[src/rtl/core/lbb_queue.sv]
`default_nettype none
module lbb_queue #(
  parameter int unsigned Width = 8,
  parameter int unsigned Depth = 4
) (
  input  wire logic             clk_i,
  input  wire logic             rst_ni,
  input  wire logic             push_i,
  input  wire logic [Width-1:0] data_i,
  input  wire logic             pop_i,
  output logic [Width-1:0]      data_o,
  output logic                  empty_o,
  output logic                  full_o
);

  localparam int unsigned AW = (Depth > 1) ? $clog2(Depth) : 1;

  logic [Width-1:0] mem_q [Depth];
  logic [AW-1:0]    wr_q, wr_d, rd_q, rd_d;
  logic [AW:0]      cnt_q, cnt_d;
  logic             do_push, do_pop;

  assign empty_o = (cnt_q == '0);
  assign full_o  = (cnt_q == (AW+1)'(Depth));
  assign do_push = push_i && !full_o;
  assign do_pop  = pop_i && !empty_o;
  assign data_o  = mem_q[rd_q];

  always_comb begin
    wr_d  = wr_q;
    rd_d  = rd_q;
    cnt_d = cnt_q;
    if (do_push) begin
      wr_d = (wr_q == AW'(Depth - 1)) ? '0 : wr_q + 1'b1;
    end
    if (do_pop) begin
      rd_d = (rd_q == AW'(Depth - 1)) ? '0 : rd_q + 1'b1;
    end
    if (do_push && !do_pop) begin
      cnt_d = cnt_q + 1'b1;
    end else if (do_pop && !do_push) begin
      cnt_d = cnt_q - 1'b1;
    end
  end

  always_ff @(posedge clk_i or negedge rst_ni) begin
    if (!rst_ni) begin
      wr_q  <= '0;
      rd_q  <= '0;
      cnt_q <= '0;
    end else begin
      wr_q  <= wr_d;
      rd_q  <= rd_d;
      cnt_q <= cnt_d;
    end
  end

  always_ff @(posedge clk_i) begin
    if (do_push) begin
      mem_q[wr_q] <= data_i;
    end
  end

endmodule
`default_nettype wire

[config.mk]
export PLATFORM = sky130hd
export DESIGN_NAME = lbb_queue
export DESIGN_NICKNAME = d
export VERILOG_FILES = /design/src/rtl/core/lbb_queue.sv
export SDC_FILE = /design/constraint.sdc
export NUM_CORES = 1
export LEC_CHECK = 0
export ABC_AREA = 1
export BUFFER_PORTS_ARGS = -buffer_cell sky130_fd_sc_hd__buf_2
export CAP_MARGIN = 0
export CELL_PAD_IN_SITES_DETAIL_PLACEMENT = 1
export CELL_PAD_IN_SITES_GLOBAL_PLACEMENT = 1
export CORE_MARGIN = 10
export CORE_UTILIZATION = 45
export CTS_BUF_LIST = sky130_fd_sc_hd__clkbuf_16
export DETAILED_ROUTE_END_ITERATION = 8
export GPL_TIMING_DRIVEN = 0
export PLACE_DENSITY = 0.89
export SYNTH_ARGS = -nofsm -noshare
export SYNTH_HDL_FRONTEND = slang
export SYNTH_SLANG_ARGS = --single-unit
[constraint.sdc]
create_clock -name clk_i -period 4.82 [get_ports clk_i]
set_input_delay 0.241 -clock clk_i [delete_from_list [all_inputs] [get_ports clk_i]]
set_output_delay 0.241 -clock clk_i [all_outputs]
set_load 0.03 [all_outputs]
Yosys cells after proc, flatten, opt, wreduce, memory -nomap -nowiden
Memory sizes are Yosys's and may differ from the RTL's.
Index checks and enable logic that the tools add are counted.
Widths: inputs -> output; s select.

word-level totals
  bits in registers = 7
  memory bits (writable) = 32
  input bits = 12
  output and inout bits = 10
  memories kept = 1

operators by class
  add/sub/neg operators = 4
  equality and inequality tests = 3
  mux-type cells = 6
  reductions and logical operators = 10

memories
  memory  words  width  rd ports  clocked after memory_dff  wr ports  RTL line  text
  mem_q   4      8      1         0                         1         18        logic [Width-1:0] mem_q [Depth];

operators by type and width
  operator             number
  $mux 3               2
  $add 2x1->2 const B  2
  $eq 2x2->1 const B   2
  $logic_and 1x1->1    4
  $logic_not 1->1      4
  $mux 2               2
  $add 3x1->3 const B  1
  $eq 3x3->1 const B   1
  $logic_not 3->1      1
  $sub 3x1->3 const B  1
  $mux 1               2
  $reduce_bool 2->1    1

Longest topological paths before layout
  word-level depth = 7
  gate-level depth with buffers = 12

Least setup slack after synthesis
No wires, ideal clock.

  path type = flip-flop to flip-flop
  start point = reg cnt_q[0]
  end point = reg cnt_q[1]
  library setup time = 0.126 ns
  arrival = 1.567 ns
  setup slack = 3.127 ns
  cell stages (with the launch flop) = 10
  buffers on the path = 0
  clock period less this slack = 1.693 ns
  path through = dfrtp_1 -> inv_2 -> nand3_1 -> nand2_2 -> inv_1 -> ha_1 -> inv_1 -> fa_1 -> nand2_1 -> o21ai_0

on the way
  elaborated cells between the ends (all ways) = 15
  classes of those cells = add/sub: 2; eq/ne: 1; mux: 2; reduce/logical: 10

RTL lines
  element                   RTL line  text
  start: declaration        20        logic [AW:0] cnt_q, cnt_d;
  start signal: assignment  54        cnt_q <= cnt_d;
  $eq 3x3->1                24        assign full_o = (cnt_q == (AW+1)'(Depth));
  $logic_not 1->1           25        assign do_push = push_i && !full_o;
  $logic_and 1x1->1         25
  net do_push               21        logic do_push, do_pop;
  $logic_and 1x1->1         39        if (do_push && !do_pop) begin
  $mux 3                    39
  net cnt_d[1]              20

The timed path passes the listed nets, and every way through them passes these cells. The select of a mux whose other input is x is not followed.
A chain may end at the register's enable or synchronous reset.

Final worst setup path
Same ends and word-level chain as after synthesis.

==> results by group <==
Setup path
  – Worst setup SP type: flip-flop
  – R2R Path Start: cnt_q[0]$_DFFE_PN0P_
  – Crit path cell chain: inv_2 > nand3_1 > nand2_2 > inv_1 > ha_1 > inv_1 > fa_1 > nand2_1 > o21ai_0
  – Crit path max fanout: 7
  – Most frequent CP cell: inv_1
  – Buf/Inv on CP: 3
  – CP peak stage delay: about 0.44 ns
  – Crit-path leading delay family: adder cells
  – Arrival @ worst endpoint: 2.10 ns
  – Worst reg2reg path endpoint: cnt_q[1]$_DFFE_PN0P_
  – Critical Path Slowest Stage Cell: dfrtp_1
  – Number of cells on the worst reg-to-reg path: 9
  – CP Class: reg -> reg
  – Worst endpoint required time: 4.98 ns
  – Crit end category: flip-flop
  – R2R setup slack: slightly below 3 ns

Route
  – Antenna-violating nets left: 0
  – Max Used Layer: met4
  – Initial DRT Pass Iterations: 4
  – Routed wl met2: about 2200 um
  – Avg WL per Cell: between 15 and 20 um
  – Via count: 1,165
  – WL met1: about 1500 um
  – Initial DRC Count: 66
  – Met3 WL: around 210 um
  – Routed vias/inst: about 5.0
  – Wirelength, routed: about 4000 um
  – # DRC: 0

Worst hold path
  – Hold Crit Start: data_i[4]
  – Hold endpoint: mem_q[1][4]$_DFFE_PP_
  – Worst hold path type: in -> reg
  – Hold depth: 1

Timing
  – Hold Slack: 0.1665 ns
  – Slew margin rel.: 44.36%
  – # setup viols final: 0
  – Clock Skew: between 0.005 and 0.006 ns
  – Hold Vio Cnt, Final: 0
  – Fin crit share: roughly 40%
  – Fin. max-slew vios: 0
  – Minimum clock period after layout: 1.935 ns
  – Worst slew pin tran: 0.8315 ns
  – Setup TNS: 0 ns
  – Worst Slack Setup Final: 2.885 ns
  – RSZ-0062 raised after global routing: false
  – Achievable Freq: roughly 0.52 GHz

Clocking
  – Worst-Skew Late Latency: a little under 0.3 ns
  – H-tree depth: 2
  – PostCTS Resize Cnt: 0
  – CTS tree: yes
  – Clock slew at reported path FFs: approximately 0.060 ns
  – Clock sink count: 39
  – CTS root buffer: clkbuf_16
  – Total CTS buffers: 5
  – Clk buf depth: 2
  – Hold_buf cts: 1
  – Setup repair bufs after CTS: 0

Synthesis
  – Synth Register Bits: 39
  – Mapped Cells: 154
  – Synth unique cells: 16
  – Yosys warning total: 0
  – Syn_area_per_cell: approximately 11 um^2
  – Top cells by count, synth: 38 x nand2_1, 32 x edfxtp_1, 31 x inv_1
  – Top FF cell, synth: edfxtp_1
  – Sequential area share after synthesis: roughly 65%
  – Largest area contributor in the netlist: edfxtp_1
  – Top cell type's share of synthesized area: a little over half
  – Asr flop ratio synth: ~18%
  – Mapped Area: 0.001759 mm^2
  – Area contributors post-synth: edfxtp_1 55%, dfrtp_1 10%, nand2_1 8.1%
  – Most frequent cell after synthesis: nand2_1
  – Syn_nets: ~170
  – Post-synth EDFFs: 32

GRT
  – Largest net degree at the start of global routing: 14
  – Initial antenna violation count: 0
  – Total grt overflow: 0
  – Vias in the first global route: 1,362
  – Global-route wire length before repair: around 6500 um
  – Gr usage total: 13.27%

Layout
  – Final Core Density: between 50% and 60%
  – Share of layout cells above drive strength 1: roughly 20%
  – Number of fill cells: roughly 420
  – Multi-input gate area: 446.7 um^2
  – Area delta synth->final: 18.21%
  – Number of antenna diodes: 0
  – Register Area: about 0.0011 mm^2
  – Final net count: roughly 200

Floorplanning
  – Core area: approximately 0.0037 mm^2
  – Top Ports: 22
  – Site Rows: 22
  – Die W: 82.53 um
  – Die area: slightly below 0.007 mm^2
  – Die Y: slightly above 80 um
  – Initial Util: a little under half

Status
  – Status: complete, no violations

Power
  – Leak: between 0.0009 and 0.001 uW
  – Pwr dens: roughly 690 mW/mm^2
  – Peak VDD IR: around 0.37 mV

Job
  – Max-cap viol count: 0

Placement
  – Final Wtd Congestion: between 0.7 and 0.8
  – Placement Setup Slack: just under 3 ns
  – Input/output buffers: 21
  – Dpl hpwl: slightly below 3000 um
## worst max-delay path by stage
stage | start | to | slack (ns) | cells after the start
finish | cnt_q[0]$_DFFE_PN0P_ | cnt_q[1]$_DFFE_PN0P_ | 2.88 | 9
global route | cnt_q[0]$_DFFE_PN0P_ | cnt_q[2]$_DFFE_PN0P_ | 2.73 | 11
CTS | cnt_q[0]$_DFFE_PN0P_ | cnt_q[1]$_DFFE_PN0P_ | 2.89 | 9
global placement | cnt_q[0]$_DFFE_PN0P_ | cnt_q[1]$_DFFE_PN0P_ | 3.00 | 9
floorplan | cnt_q[0]$_DFFE_PN0P_ | cnt_q[1]$_DFFE_PN0P_ | 3.13 | 9
detailed placement | cnt_q[0]$_DFFE_PN0P_ | cnt_q[1]$_DFFE_PN0P_ | 2.89 | 9
## worst reg2reg max path, delay by kind of cell, from the launching register on
| kind | cells | cell delay [ns] |
|---|---|---|
| compound gates | 1 | 0.07 |
| fa+ha+maj | 2 | 0.64 |
| buf+inv | 3 | 0.23 |
| flops | 1 | 0.44 |
| simple gates | 3 | 0.43 |
## metal layers
metal	up-vias	track usage, %
met5	-	0
met4	0	6.522
met3	7	5.076
met2	18	24.03
met1	574	12.95
li1	566	-
## registers in the layout, summed over array words and instances, names as in the netlist
register / cells
rd_q: 2
mem_q: 32
wr_q: 2
cnt_q: 3
## power breakdown
part	switching, uW	leakage [uW]	internal (uW)
logic	410	0.000487	197
registers	41.3	0.000378	455
clock network	132	0.0000658	190
total	583	0.000931	842
## layout by cell type, fill, tap and decap left out, drive strengths merged
| cell | instances |
|---|---|
| inv | 32 |
| dlygate4sd3 | 1 |
| buf | 26 |
| o211ai | 16 |
| dfrtp | 7 |
| clkbuf | 5 |
| edfxtp | 32 |
| nand4 | 1 |
| fa | 1 |
| nand3 | 7 |
| ha | 6 |
| o21ai | 1 |
| clkinv | 1 |
| clkinvlp | 2 |
| xnor2 | 1 |
| nand2 | 39 |
| nor2 | 6 |
## cell families after synthesis
kind of cell | Yosys count | synth area share (%)
fa+ha+maj | 7 | 5.405
xor+xnor | 1 | 0.4980
compound gates | 17 | 7.397
simple gates | 53 | 12.09
flops | 39 | 64.58
buf+inv | 37 | 10.03
## final cells by class
class                           instances  share of cell area [%]
Inverter                               32                   5.776
Tap cell                               48                   2.888
Sequential cell                        39                   54.63
Clock buffer                            5                   6.017
Multi-Input combinational cell         78                   21.48
Buffer                                  5                   2.708
Timing Repair Buffer                   22                   5.535
Clock inverter                          3                  0.9627
## metrics by stage
step	instance area, um^2	instances	power [uW]
2_1_floorplan	1759	154	926.0
3_3_place_gp	1924	223	1064
3_5_place_dp	1924	223	1115
4_1_cts	2079	232	1442
5_1_grt	2079	232	1524
6_report	2079	232	1425
Power figures use the tool's default switching activity.
