===== config.mk =====
export PLATFORM = sky130hd
export DESIGN_NAME = lbb_front
export DESIGN_NICKNAME = d
export VERILOG_FILES = /design/src/rtl/core/lbb_pkg.sv /design/src/rtl/core/lbb_front.sv
export SDC_FILE = /design/constraint.sdc
export NUM_CORES = 2
export LEC_CHECK = 0
export BUFFER_PORTS_ARGS = -buffer_cell sky130_fd_sc_hd__buf_2
export CAP_MARGIN = 20
export CORE_MARGIN = 5
export CORE_UTILIZATION = 30
export CTS_BUF_LIST = sky130_fd_sc_hd__clkbuf_2 sky130_fd_sc_hd__clkbuf_4 sky130_fd_sc_hd__clkbuf_8
export DETAILED_ROUTE_END_ITERATION = 6
export SYNTH_ARGS = -nofsm -noshare
export SYNTH_HDL_FRONTEND = slang
export SYNTH_SLANG_ARGS = --single-unit

===== constraint.sdc =====
create_clock -name clk_i -period 9.16 [get_ports clk_i]
set_input_delay 0 -clock clk_i [delete_from_list [all_inputs] [get_ports clk_i]]
set_output_delay 0 -clock clk_i [all_outputs]
set_load 0.03 [all_outputs]

===== src/rtl/core/lbb_pkg.sv =====
`default_nettype none
package lbb_pkg;

  localparam int unsigned CoordBitsDef      = 16;
  localparam int unsigned WeightFracBitsDef = 16;

  localparam int unsigned CfgIdxW  = 2;
  localparam int unsigned CfgDataW = 16;
  localparam int unsigned GridW    = 16;
  localparam int unsigned BandW    = 15;
  localparam int unsigned DistW    = 15;
  localparam int unsigned D2W      = 31;
  localparam int unsigned T2W      = 30;
  localparam int unsigned ValW     = 32;
  localparam int unsigned DiffW    = 33;

  typedef enum logic [CfgIdxW-1:0] {
    REG_GRID_WIDTH  = 2'd0,
    REG_GRID_HEIGHT = 2'd1,
    REG_BORDER      = 2'd2,
    REG_RAMP        = 2'd3
  } cfg_reg_e;

  // what the back end has to do with a point
  typedef enum logic [1:0] {
    KIND_OUTER = 2'd0,
    KIND_INNER = 2'd1,
    KIND_RAMP  = 2'd2
  } kind_e;

  typedef struct packed {
    logic  vld;
    kind_e kind;
  } tag_t;

endpackage
`default_nettype wire


===== src/rtl/core/lbb_front.sv =====
`default_nettype none
module lbb_front #(
  parameter int unsigned COORD_BITS = lbb_pkg::CoordBitsDef
) (
  input  wire logic                           clk_i,
  input  wire logic                           rst_ni,
  input  wire logic                           take_i,
  input  wire logic [COORD_BITS-1:0]          col_i,
  input  wire logic [COORD_BITS-1:0]          row_i,
  input  wire logic signed [lbb_pkg::ValW-1:0] inner_i,
  input  wire logic signed [lbb_pkg::ValW-1:0] outer_i,
  input  wire logic [lbb_pkg::GridW-1:0]      grid_w_i,
  input  wire logic [lbb_pkg::GridW-1:0]      grid_h_i,
  input  wire logic [lbb_pkg::BandW-1:0]      border_i,
  input  wire logic [lbb_pkg::BandW-1:0]      ramp_i,
  output lbb_pkg::tag_t                       tag_o,
  output logic [lbb_pkg::D2W-1:0]             d2_o,
  output logic [lbb_pkg::T2W-1:0]             t2_o,
  output logic signed [lbb_pkg::ValW-1:0]     inner_o,
  output logic signed [lbb_pkg::DiffW-1:0]    diff_o
);

  localparam int unsigned BW = ((COORD_BITS > 16) ? COORD_BITS : 16) + 2;

  logic [COORD_BITS-1:0] w_c, h_c;
  logic signed [BW-1:0] x, y, w, h, b, t, hi1, xhi2, xlo2, yhi2, ylo2, dxs, dys;
  logic is_outer, is_inner;

  // stage a
  lbb_pkg::tag_t a_tag_q, a_tag_d;
  logic [lbb_pkg::DistW-1:0] a_dx_q, a_dy_q, a_t_q;
  logic signed [lbb_pkg::ValW-1:0]  a_inner_q;
  logic signed [lbb_pkg::DiffW-1:0] a_diff_q;

  // stage b
  lbb_pkg::tag_t b_tag_q;
  logic [lbb_pkg::D2W-1:0] b_d2_q;
  logic [lbb_pkg::T2W-1:0] b_t2_q;
  logic signed [lbb_pkg::ValW-1:0]  b_inner_q;
  logic signed [lbb_pkg::DiffW-1:0] b_diff_q;

  logic [2*lbb_pkg::DistW-1:0] sq_x, sq_y, sq_t;

  always_comb begin
    w_c  = COORD_BITS'(grid_w_i);
    h_c  = COORD_BITS'(grid_h_i);
    x    = $signed(BW'(col_i));
    y    = $signed(BW'(row_i));
    w    = $signed(BW'(w_c));
    h    = $signed(BW'(h_c));
    b    = $signed(BW'(border_i));
    t    = $signed(BW'(ramp_i));
    hi1  = b + t;
    xhi2 = w - b;
    xlo2 = xhi2 - t;
    yhi2 = h - b;
    ylo2 = yhi2 - t;
    is_outer = (w_c == '0) || (h_c == '0) || (x < b) || (x >= xhi2) ||
               (y < b) || (y >= yhi2);
    is_inner = (x >= hi1) && (x < xlo2) && (y >= hi1) && (y < ylo2);
    if (x < hi1) begin
      dxs = hi1 - x;
    end else if (x >= xlo2) begin
      dxs = x - xlo2;
    end else begin
      dxs = '0;
    end
    if (y < hi1) begin
      dys = hi1 - y;
    end else if (y >= ylo2) begin
      dys = y - ylo2;
    end else begin
      dys = '0;
    end
    a_tag_d.vld  = take_i;
    a_tag_d.kind = is_outer ? lbb_pkg::KIND_OUTER :
                   is_inner ? lbb_pkg::KIND_INNER : lbb_pkg::KIND_RAMP;
  end

  always_ff @(posedge clk_i or negedge rst_ni) begin
    if (!rst_ni) begin
      a_tag_q <= '0;
      b_tag_q <= '0;
    end else begin
      a_tag_q <= a_tag_d;
      b_tag_q <= a_tag_q;
    end
  end

  always_ff @(posedge clk_i) begin
    a_dx_q    <= dxs[lbb_pkg::DistW-1:0];
    a_dy_q    <= dys[lbb_pkg::DistW-1:0];
    a_t_q     <= ramp_i;
    a_inner_q <= inner_i;
    a_diff_q  <= lbb_pkg::DiffW'(outer_i) - lbb_pkg::DiffW'(inner_i);
  end

  always_comb begin
    sq_x = a_dx_q * a_dx_q;
    sq_y = a_dy_q * a_dy_q;
    sq_t = a_t_q * a_t_q;
  end

  always_ff @(posedge clk_i) begin
    b_d2_q    <= lbb_pkg::D2W'(sq_x) + lbb_pkg::D2W'(sq_y);
    b_t2_q    <= sq_t;
    b_inner_q <= a_inner_q;
    b_diff_q  <= a_diff_q;
  end

  assign tag_o   = b_tag_q;
  assign d2_o    = b_d2_q;
  assign t2_o    = b_t2_q;
  assign inner_o = b_inner_q;
  assign diff_o  = b_diff_q;

endmodule
`default_nettype wire


Yosys cells after proc, flatten, opt, wreduce, memory -nomap -nowiden
Index checks and enable logic that the tools add are counted.

Flip-flop bits (word level): 242. Input bits: 161. Output and inout bits: 129. Logic and storage cells: 55.

Add/sub/neg operators: 11. Multipliers: 3. $lt $le $gt $ge: 12. Multiplexer cells: 6. Reduce and logical (&&, ||, !) cells: 10.

Operators by type and width (count): 15-bit by 15-bit multiplier with 30-bit output (3); 15-bit two-way mux (4); 15-bit subtractor (4); 17-bit by 18-bit greater-or-equal comparator with 1-bit output (2); 17-bit by 18-bit < comparator with 1-bit output (2); 17-bit by 16-bit subtractor with 18-bit output (2); 17-bit greater-or-equal comparator (2); 16-bit by 15-bit subtractor with 17-bit output (2); 32-bit by 32-bit subtractor with 33-bit output (1); 16-bit greater-or-equal comparator (2); 16-bit zero test (2); 16-bit by 15-bit < comparator with 1-bit output (2); 16-bit < comparator (2); 30-bit by 30-bit adder with 31-bit output (1); 15-bit by 15-bit adder with 16-bit output (1); 1-bit logical OR (5); 2-bit two-way mux (2); 1-bit logical AND (3).

Logic depth before layout (Yosys ltp)
Word-level depth: 8. Gate-level depth with buffers: 29. Gate-level depth less buffers: 27.

Worst setup path after synthesis
Ideal clock, no wire load.

Kind: register to register. Start: register a_dx_q[9] in the netlist's numbering. End: register b_d2_q (netlist bit d2_o[26]). Setup time: 0.072 ns. Data arrival time: 6.832 ns. Required time: 9.088 ns. Setup slack: 2.256 ns. Stages on the path, launching flop included: 26. Buffers on the path: 1. Period minus slack after synthesis: 6.904 ns. Path through: dfxtp_1 -> clkbuf_1 -> nand2_1 -> fa_1 -> fa_1 -> inv_1 -> fa_1 -> inv_1 -> fa_1 -> inv_1 -> fa_1 -> fa_1 -> fa_1 -> inv_1 -> fa_1 -> inv_1 -> ha_1 -> o21ai_0 -> o21bai_1 -> a32o_1 -> nor2_1 -> o21bai_1 -> a21o_1 -> a21o_1 -> a21oi_1 -> xnor2_1.

Word-level cells in the longest chain between the ends: 2.

RTL lines: start: declaration (RTL line lbb_front.sv:31) `logic [lbb_pkg::DistW-1:0] a_dx_q, a_dy_q, a_t_q;`; start signal: assignment (RTL line lbb_front.sv:91) `a_dx_q <= dxs[lbb_pkg::DistW-1:0];`; 15-bit by 15-bit multiplier with 30-bit output (RTL line lbb_front.sv:99) `sq_x = a_dx_q * a_dx_q;`; 30-bit by 30-bit adder with 31-bit output (RTL line lbb_front.sv:105) `b_d2_q <= lbb_pkg::D2W'(sq_x) + lbb_pkg::D2W'(sq_y);`; end signal: assignment (RTL line lbb_front.sv:105); end: declaration (RTL line lbb_front.sv:37) `logic [lbb_pkg::D2W-1:0] b_d2_q;`.

Every way passes these cells.

Worst setup path after layout
Start: register a_dx_q[9] in the netlist's numbering. End: register b_d2_q (netlist bit d2_o[29]).

The elaborated chain is that of the path after synthesis.

==> results.yml <==
outcome:
  status: "finished, final reports clean"
critical_path:
  arrival_ns: 8.21
  required_ns: 9.81
  r2r-start: "a_dx_q[9]$_DFF_P_"
  startpoint_type: "flip-flop"
  reg2reg_depth: 23
  reg2reg_to: "d2_o[29]$_DFF_P_"
  path_cells: "nand2_1 -> fa_1 -> fa_1 -> inv_1 -> fa_1 -> inv_1 -> fa_1 -> inv_1 -> fa_1 -> fa_1 -> fa_1 -> inv_1 -> fa_1 -> inv_1 -> ha_1 -> o21ai_0 -> nor2_1 -> nor4bb_1 -> o31ai_1 -> a41oi_1 -> o21ai_0 -> a21oi_1 -> xnor2_1"
  critPathMostFrequentCell: "fa_1"
  critPathMaxStageDelay_ns: 0.68
  cp-end-kind: "flip-flop"
  cpMaxStageDelayCell: "dfxtp_1"
  critical_path_peak_fanout: 16
  crit_type: "flip-flop to flip-flop"
  r2r_slack_ns: 1.60
floorplan:
  die_h_um: 346
  core_sq_mm: 0.112
  die_area_sq_mm: 0.119
  die_w_um: 346
  io_pins: 290
  initial_core_util_pct: 30.1
  num_rows: 123
global_route:
  grt_pass1_vias: 28255
  antenna_found_initial: 13
  grt_max_degree: 28
  grt.overflow.total: 0
  grtUsageTotal_pct: 16.4
  grt_pass1_wl_um: 155000
worst_hold_path:
  hold_class: "primary input to flip-flop"
  hold_start: "ramp_i[13]"
  min_path_cells: 2
  holdPathEnd: "a_t_q[13]$_DFF_P_"
cts:
  htree_levels: 2
  cts_root_buf: "clkbuf_8"
  cts_tree: "done"
  cts_hold_repair.buffers: 160
  cts-resized-gates: 0
  clockBufferDepth: 3
  clk_pin_slew_worst_paths_ns: 0.05
  numCtsBuffers: 47
  cts_setup_buffers: 0
  worst_skew_pair.late_latency_ns: 0.73
  cts_num_sinks: 241
yosys:
  netlist_instances: 3697
  ys_types: 77
  yosys_register_bits: 241
  synth_warnings: 0
  synthTopCellsByCount: "807 x inv_1, 519 x ha_1, 474 x fa_1"
  syn_area_sq_mm: 0.0338
  synth.top_cell.area_share_pct: 28.1
  synth_most_common_cell: "inv_1"
  yosysSeqAreaShare_pct: 14.4
  synthTopCellsByArea: "fa_1 28%, ha_1 19%, dfxtp_1 14%, inv_1 9.0%, xnor2_1 3.3%"
  synth_nets: 4851
  synth_area_per_cell_sq_um: 9.14
  ys.flop_type: "dfxtp_1"
  async_reset_ff_share_pct: 2.49
  synth_edf_count: 0
  synth_top_area_cell: "fa_1"
placed_design:
  dpl_worst_slack_ns: 1.62
  gp_congestion: 0.918
  io_buffer_count: 288
  placed_cells: 5422
  hpwl_um: 83400
finish:
  area_delta_synth_final_pct: 17.1
  drive_gt1_share_pct: 9.70
  fill_cells: 11488
  fin_nets: 5285
  layout.cells.non_filler: 5672
timing:
  rsz0062_at_grt: "no"
  setup_ws_ns: 1.60
  slew_headroom_pct: 31.6
  worst_pin_slew_ns: 1.02
  clock_skew_ns: 0.0759
  max_freq_mhz: 132
  finalCriticalPeriod_ns: 7.56
  finalCritPeriodShare_pct: 82.5
  whs_ns: 0.0629
  drv_slew: 0
  hold_viol_final: 0
  setup_viol: 0
  tns_ns: 0
routing:
  ant_nets: 0
  dr.pass1.iters: 6
  wl_per_cell_um: 17.3
  drt-total-wl_um: 98400
  drcViolationCount: 0
  drt_iter0_markers: 1338
  post_drt_via_cell_ratio: 4.66
  num_vias: 26405
flow_run:
  maxCapViolCount: 0
[per-stage QoR]
| step | utilization [%] | area [sq um] |
|---|---|---|
| final | 35.3 | 39600 |
| after global routing | 35.3 | 39600 |
| after CTS | 35.3 | 39600 |
| after detailed placement | 32.9 | 36900 |
| after global placement | 32.9 | 36900 |
| after floorplan | - | 33800 |
[cell type report]
class | instances | area (sq um) | area share (%)
diodes | 6 | 15.0 | 0.0379
multi-input cells | 2583 | 25600 | 64.8
clock inverters | 18 | 243 | 0.613
repair buffers | 451 | 3070 | 7.74
clock buffers | 66 | 852 | 2.15
well taps | 1500 | 1880 | 4.74
inverters | 807 | 3030 | 7.65
flip-flops and latches | 241 | 4850 | 12.3
[cells in the final DEF (no fill, tap or decap), types with 14 or more instances in the layout]
cell type,n
inv_1,807
ha_1,519
fa_1,474
buf_2,288
nand2_1,235
dfxtp_1,235
a21oi_1,161
dlygate4sd3_1,160
and2_1,145
nor2_1,141
xnor2_1,126
o21ai_0,112
a21o_1,85
xor2_1,75
clkbuf_8,57
nor2b_1,54
nor3_1,42
nand3_1,39
o21a_1,39
nand2b_1,34
nand4_1,25
a211oi_1,21
a31oi_1,20
o22ai_1,17
o21bai_1,16
nor4_1,16
o211ai_1,14
o31a_1,14
[routing by layer]
layer	global-route usage, %	part of all wire (%)	up-vias
li1	-	-	12742
met1	20.7	43	12869
met2	27.5	46	594
met3	3.99	6.8	186
met4	5.71	3.9	14
met5	0	0.094	-
[worst max-delay path: cells and delay by family (launching register included)]
kind / cells / cell delay (ns)
flip-flops: 1 / 0.68
adder cells (fa/ha/maj): 9 / 4.45
AND/OR/NAND/NOR: 3 / 0.83
AO/OA/AOI/OAI: 5 / 1.13
XOR/XNOR: 1 / 0.13
buffers and inverters: 5 / 0.27
[how the worst max path moves through the flow]
stage,cells after the start,from,slack (ns),to
after floorplan,25,a_dx_q[9]$_DFF_P_,2.26,d2_o[26]$_DFF_P_
after global placement,23,a_dx_q[9]$_DFF_P_,1.69,d2_o[29]$_DFF_P_
after detailed placement,23,a_dx_q[9]$_DFF_P_,1.62,d2_o[29]$_DFF_P_
after CTS,23,a_dx_q[9]$_DFF_P_,1.61,d2_o[29]$_DFF_P_
after global routing,23,a_dx_q[9]$_DFF_P_,1.16,d2_o[29]$_DFF_P_
final,23,a_dx_q[9]$_DFF_P_,1.60,d2_o[29]$_DFF_P_
[registers in the layout (all words and copies together), names as in the netlist, 15 cells and up]
signal / flops
a_inner_q: 32
t2_o: 29
diff_o: 33
d2_o: 31
a_t_q: 15
a_dy_q: 15
inner_o: 32
a_dx_q: 15
a_diff_q: 33
[cells by family after synthesis]
kind of cell | synth area share [%]
compound gates | 11.6
xor+xnor | 5.21
fa+ha+maj | 47.3
buf+inv | 9.75
flops | 14.4
mux | 0.311
other cells | 0.0111
simple gates | 11.5
Power is not shown: default switching activity piles up to over one toggle a cycle in this logic, so the estimate is an artifact.
